## src/matrix3x3_inverse_core_defines.svh

```systemverilog
// Assertion macros shared by the matrix inverse RTL.
`ifndef MATRIX3X3_INVERSE_CORE_DEFINES_SVH
`define MATRIX3X3_INVERSE_CORE_DEFINES_SVH

// A condition that must hold at every clock edge outside reset.
`define M3I_ASSERT_ALWAYS(lbl, cond, msg) \
  lbl: assert property (@(posedge clk_i) disable iff (!rst_ni) (cond)) else $error(msg);

// A condition that, when true, forces another one on the following edge.
`define M3I_ASSERT_NEXT(lbl, pre, post, msg) \
  lbl: assert property (@(posedge clk_i) disable iff (!rst_ni) (pre) |=> (post)) \
    else $error(msg);

`endif

```

## src/m3i_pkg.sv

```systemverilog
// Shared constants and index tables for the 3x3 matrix inverse.
package m3i_pkg;

  // Number of matrix elements per item.
  localparam int unsigned NUM_ELEM = 9;
  // Number of terms in the determinant expansion along the first column.
  localparam int unsigned NUM_DET = 3;

  typedef logic [3:0] elem_idx_t;

  // Cofactor k is e[COF_A]*e[COF_B] - e[COF_C]*e[COF_D], row-major elements.
  localparam elem_idx_t COF_A [NUM_ELEM] = '{4'd4, 4'd2, 4'd1, 4'd5, 4'd0, 4'd2, 4'd3, 4'd1, 4'd0};
  localparam elem_idx_t COF_B [NUM_ELEM] = '{4'd8, 4'd7, 4'd5, 4'd6, 4'd8, 4'd3, 4'd7, 4'd6, 4'd4};
  localparam elem_idx_t COF_C [NUM_ELEM] = '{4'd5, 4'd1, 4'd2, 4'd3, 4'd2, 4'd0, 4'd4, 4'd0, 4'd1};
  localparam elem_idx_t COF_D [NUM_ELEM] = '{4'd7, 4'd8, 4'd4, 4'd8, 4'd6, 4'd5, 4'd6, 4'd7, 4'd3};

  // The determinant is sum of e[DET_ROW[j]] * cofactor j for j = 0..2.
  localparam elem_idx_t DET_ROW [NUM_DET] = '{4'd0, 4'd3, 4'd6};

endpackage

```

## src/m3i_queue.sv

```systemverilog
// Short register queue between the front and the back.
module m3i_queue #(
  parameter int unsigned WIDTH = 8,
  parameter int unsigned DEPTH = 2
) (
  input  logic             clk_i,
  input  logic             rst_ni,
  input  logic             push_valid_i,
  output logic             push_ready_o,
  input  logic [WIDTH-1:0] push_data_i,
  output logic             pop_valid_o,
  input  logic             pop_ready_i,
  output logic [WIDTH-1:0] pop_data_o
);
  import m3i_pkg::*;

  localparam int unsigned AW = (DEPTH > 1) ? $clog2(DEPTH) : 1;
  localparam int unsigned CNTW = $clog2(DEPTH + 1);

  logic [WIDTH-1:0] mem_q [DEPTH];
  logic [AW-1:0]    wr_q, wr_d, rd_q, rd_d;
  logic [CNTW-1:0]  cnt_q, cnt_d;
  logic             push, pop;

  assign push_ready_o = (cnt_q != CNTW'(DEPTH));
  assign pop_valid_o  = (cnt_q != '0);
  assign pop_data_o   = mem_q[rd_q];
  assign push         = push_valid_i && push_ready_o;
  assign pop          = pop_valid_o && pop_ready_i;

  // Pointer and fill count update.
  always_comb begin
    wr_d  = wr_q;
    rd_d  = rd_q;
    cnt_d = cnt_q;
    if (push) begin
      wr_d = (wr_q == AW'(DEPTH - 1)) ? '0 : wr_q + 1'b1;
    end
    if (pop) begin
      rd_d = (rd_q == AW'(DEPTH - 1)) ? '0 : rd_q + 1'b1;
    end
    if (push && !pop) begin
      cnt_d = cnt_q + 1'b1;
    end else if (pop && !push) begin
      cnt_d = cnt_q - 1'b1;
    end
  end

  always_ff @(posedge clk_i or negedge rst_ni) begin
    if (!rst_ni) begin
      wr_q  <= '0;
      rd_q  <= '0;
      cnt_q <= '0;
    end else begin
      wr_q  <= wr_d;
      rd_q  <= rd_d;
      cnt_q <= cnt_d;
    end
  end

  // Entry storage.
  always_ff @(posedge clk_i) begin
    if (push) begin
      mem_q[wr_q] <= push_data_i;
    end
  end

  `include "matrix3x3_inverse_core_defines.svh"

  `M3I_ASSERT_ALWAYS(a_queue_count, cnt_q <= CNTW'(DEPTH), "queue count beyond depth")

endmodule

```

## config.mk

```make
export PLATFORM = sky130hd
export DESIGN_NAME = m3i_queue
export DESIGN_NICKNAME = d
export VERILOG_FILES = /design/src/m3i_pkg.sv /design/src/m3i_queue.sv
export VERILOG_INCLUDE_DIRS = /design/src /design/src/src
export SDC_FILE = /design/constraint.sdc
export NUM_CORES = 1
export LEC_CHECK = 0
export BUFFER_PORTS_ARGS = -buffer_cell sky130_fd_sc_hd__buf_2
export CORE_ASPECT_RATIO = 1.25
export CORE_MARGIN = 3
export CORE_UTILIZATION = 25
export CTS_CLUSTER_SIZE = 14
export DETAILED_ROUTE_END_ITERATION = 6
export GPL_TIMING_DRIVEN = 1
export MAX_ROUTING_LAYER = met4
export PLACE_DENSITY = 0.54
export SLEW_MARGIN = 15
export SYNTH_ARGS = -nofsm -noshare
export SYNTH_HDL_FRONTEND = slang
export SYNTH_SLANG_ARGS = --single-unit
export TNS_END_PERCENT = 1
```

## constraint.sdc

```tcl
create_clock -name clk_i -period 1.3 [get_ports clk_i]
set_input_delay 0.325 -clock clk_i [delete_from_list [all_inputs] [get_ports clk_i]]
set_output_delay 0.325 -clock clk_i [all_outputs]
set_load 0.02 [all_outputs]
```

==> key figures <==
GRT
  – Antenna violations before repair: 0
  – Total GRT Usage: 0.0798
  – Number of global-route vias before repair: between 400 and 500
  – Wire length of the first global-routing pass: 2.26 mm
  – Grt ovf: 0
  – Largest net degree at the start of global routing: 12

Synth
  – Proportion of synthesized area in mux cells: 0.114
  – Number of warnings issued by yosys: 0
  – Seq cells post-synth: 20
  – Adder and majority gate portion of the synthesized area: 0.0159
  – Part of the Yosys area used for sequential elements: 0.738
  – Distinct cell type count after synthesis: 14
  – Mapped Area: 787 sq um
  – Share of the synthesized netlist area taken by xor and xnor gates: 0.0556
  – Number of nets produced by synthesis: 56
  – Fraction of the mapped netlist area in compound gates: 0
  – Post-synth top area cell: edfxtp_1
  – Fraction of post-synthesis cell area in the top cell type by area: 0.610
  – Dominant combinational cell family by area after synthesis: multiplexers
  – Cell types occupying the most area after synthesis: edfxtp_1 61%, dfrtp_1 13%, mux2_2 11%, xnor2_1 3.3%, xor2_1 2.2%
  – Simple-gate portion of the synthesized area: 0.0652
  – Syn Inst Count: 43
  – Syn Area/Cell: between 15 and 20 sq um

Placed design
  – Hpwl dp: ~930 microns
  – Dpl ws: -0.134 ns
  – Final weighted congestion in routability-driven placement: ~0.64
  – Count of buffers from port buffering: 21

Critical path
  – Total buffers and inverters traversed by the critical path: 2
  – Kind of cell adding the most delay to the critical path: flip-flops
  – Critical path start-end classification: register to output port
  – Type of destination of the critical path: output port
  – Maximum fanout along the worst path: 4
  – Required time of the worst setup path: roughly 0.98 ns
  – Arr. time, crit path: between 1 and 1.5 ns
  – Critical Path, Cell by Cell: buf_6, mux2_2, buf_2
  – Cell with the largest stage delay on the worst path: dfrtp_2
  – Slowest Stage Delay on Critical Path: about 0.40 ns
  – Launching element type of the critical path: register

Routing
  – Met3 Wirelength: just over 80 microns
  – Total wire length after detailed routing: 1.29 mm
  – Count of antenna-violating nets left after detailed routing: 0
  – Detailed-routing iteration count for the pre-antenna-repair pass: 3
  – Via density: 4.07
  – Met2 wire len: roughly 600 microns
  – DRT iter0 DRCs: 11
  – Topmost layer with routed signal wires: met4
  – Total DRC errors in the routed layout: 0
  – Per-cell routed wire length: approximately 11 microns
  – Met1 routed wirelength after detailed routing: approximately 600 microns
  – Total number of vias: between 400 and 500

Timing
  – Final worst-path setup slack: -0.299 ns
  – Headroom to the max-slew limit: 0.887
  – Slew at the pin closest to its max-slew limit: 0.170 ns
  – RSZ-0062 raised after global routing: true
  – Number of pins with negative max-slew slack in the final report: 0
  – Ratio of final minimum period to clock period: 1.23
  – Final hold viol count: 0
  – Clock skew after layout: around 0.0078 ns
  – Setup Viol. Count Final: 11
  – Achievable clock frequency: ~0.63 GHz
  – Shortest period the worst path allows: between 1.5 and 2 ns
  – Post-route setup TNS: -2.72 ns

Power
  – Total power of the final layout: 2.57 mW
  – Peak ir drop on the vdd network: around 1.0 mV
  – Leakage component of the power: 0.462 nW
  – Power per Cell Area: between 2000 and 2500 nW/um^2

CTS
  – H-Tree Level Count: 1
  – Clock Sinks: 20
  – CTS tree: yes
  – Clock insertion delay at the later pin of the skew report: ~0.29 ns
  – Worst-path clk slew: around 0.11 ns
  – Clk buf depth: 2
  – Clock Root Buffer: clkbuf_4
  – Num CTS Buffers: 3

Job
  – Total of max-cap violations: 0

Die
  – Row count: 22
  – Die X: between 50 and 60 microns
  – Die height: between 60 and 70 microns
  – Starting density of the core: 0.265
  – Top-Level Pins: 22
  – Total Die Area: roughly 3900 sq um
  – Standard cell core area: slightly below 3000 sq um

Finish
  – Synth-to-layout area growth: 43.2%
  – Number of antenna cells inserted: 0
  – Most frequent standard cell in the layout excluding fill and tap cells: edfxtp_1
  – Final net count: a little over 90
  – Commonest cells after routing, fill and taps aside: 16 x edfxtp_1, 14 x buf_2, 10 x buf_6
  – Fraction of layout cells with a size suffix above 1: 0.620

Status
  – Violated checks: negative setup slack
  – Status: finished, violations left

Min path
  – Class of the tightest hold or removal check: input pin to register
==> layout make-up <==
class	count	area (sq um)
Fill cell	297	1850
Tap cell	36	45.0
Multi-Input combinational cell	21	205
Timing Repair Buffer	33	265
Clock buffer	3	22.5
Clock inverter	1	3.75
Inverter	1	3.75
Sequential cell	20	582
==> path summary, 6_finish.rpt <==
check | endpoint | slack [ns] | from | depth (start not counted)
setup / recovery | pop_data_o[4] | -0.30 | rd_q | 3
setup reg to reg | cnt_q[1] | -0.08 | cnt_q[1] | 6
hold / removal | mem_q[1][2] | 0.22 | push_data_i[2] | 1
hold reg to reg | wr_q | 0.53 | wr_q | 1
min in group asynchronous | cnt_q[1] | 0.34 | rst_ni | 2
max in group asynchronous | rd_q | 0.81 | rst_ni | 2
==> what timing repair did <==
action	4_1_cts	5_1_grt
hold buffers	1	0
endpoints found under the hold margin	4	0
setup buffers	3	0
gates resized for setup	17	3
endpoints found under the setup margin	11	22
==> routing by layer <==
layer / vias up / GRT usage
met5: - / -
met4: 0 / 0.0356
met3: 2 / 0.0242
met2: 17 / 0.129
met1: 220 / 0.0929
li1: 229 / -
==> per-stage QoR <==
step	utilization	hold slack [ns]	cell area [sq um]	std cells
after floorplan	-	0.0294	790	43
after global placement	0.339	0.140	1010	107
after detailed placement	0.339	0.141	1010	107
after CTS	0.375	0.205	1120	115
after global routing	0.379	0.194	1130	115
final	0.379	0.216	1130	115
==> sequential cells by signal, indices dropped and copies added (netlist names) <==
name / flops
cnt_q: 2
wr_q: 1
mem_q: 16
rd_q: 1
==> report_power, final <==
part           internal, mW  switching, mW
registers             0.898         0.0904
clock network         0.111          0.174
logic                 0.736          0.562
==> synthesized netlist by cell type <==
master,number
xor2_1,2
nor2_1,2
nand2b_4,1
edfxtp_1,16
inv_1,1
xnor2_1,3
buf_2,1
mux2_2,8
ha_1,1
and3_1,1
nand2_4,1
or2_4,1
dfrtp_1,4
nand2_1,1
==> kinds of logic after synthesis <==
| kind of cell | count (synthesis) |
|---|---|
| flops | 20 |
| fa+ha+maj | 1 |
| buf+inv | 2 |
| xor+xnor | 5 |
| simple gates | 7 |
| mux | 8 |
==> worst reg2reg max path: cells and delay by family (launching register included) <==
kind / cells / cell delay (ns)
XOR/XNOR: 2 / 0.28
adder cells (fa/ha/maj): 1 / 0.15
flip-flops: 1 / 0.44
AND/OR/NAND/NOR: 3 / 0.39
Note: power is estimated with default switching activity, not from simulation.
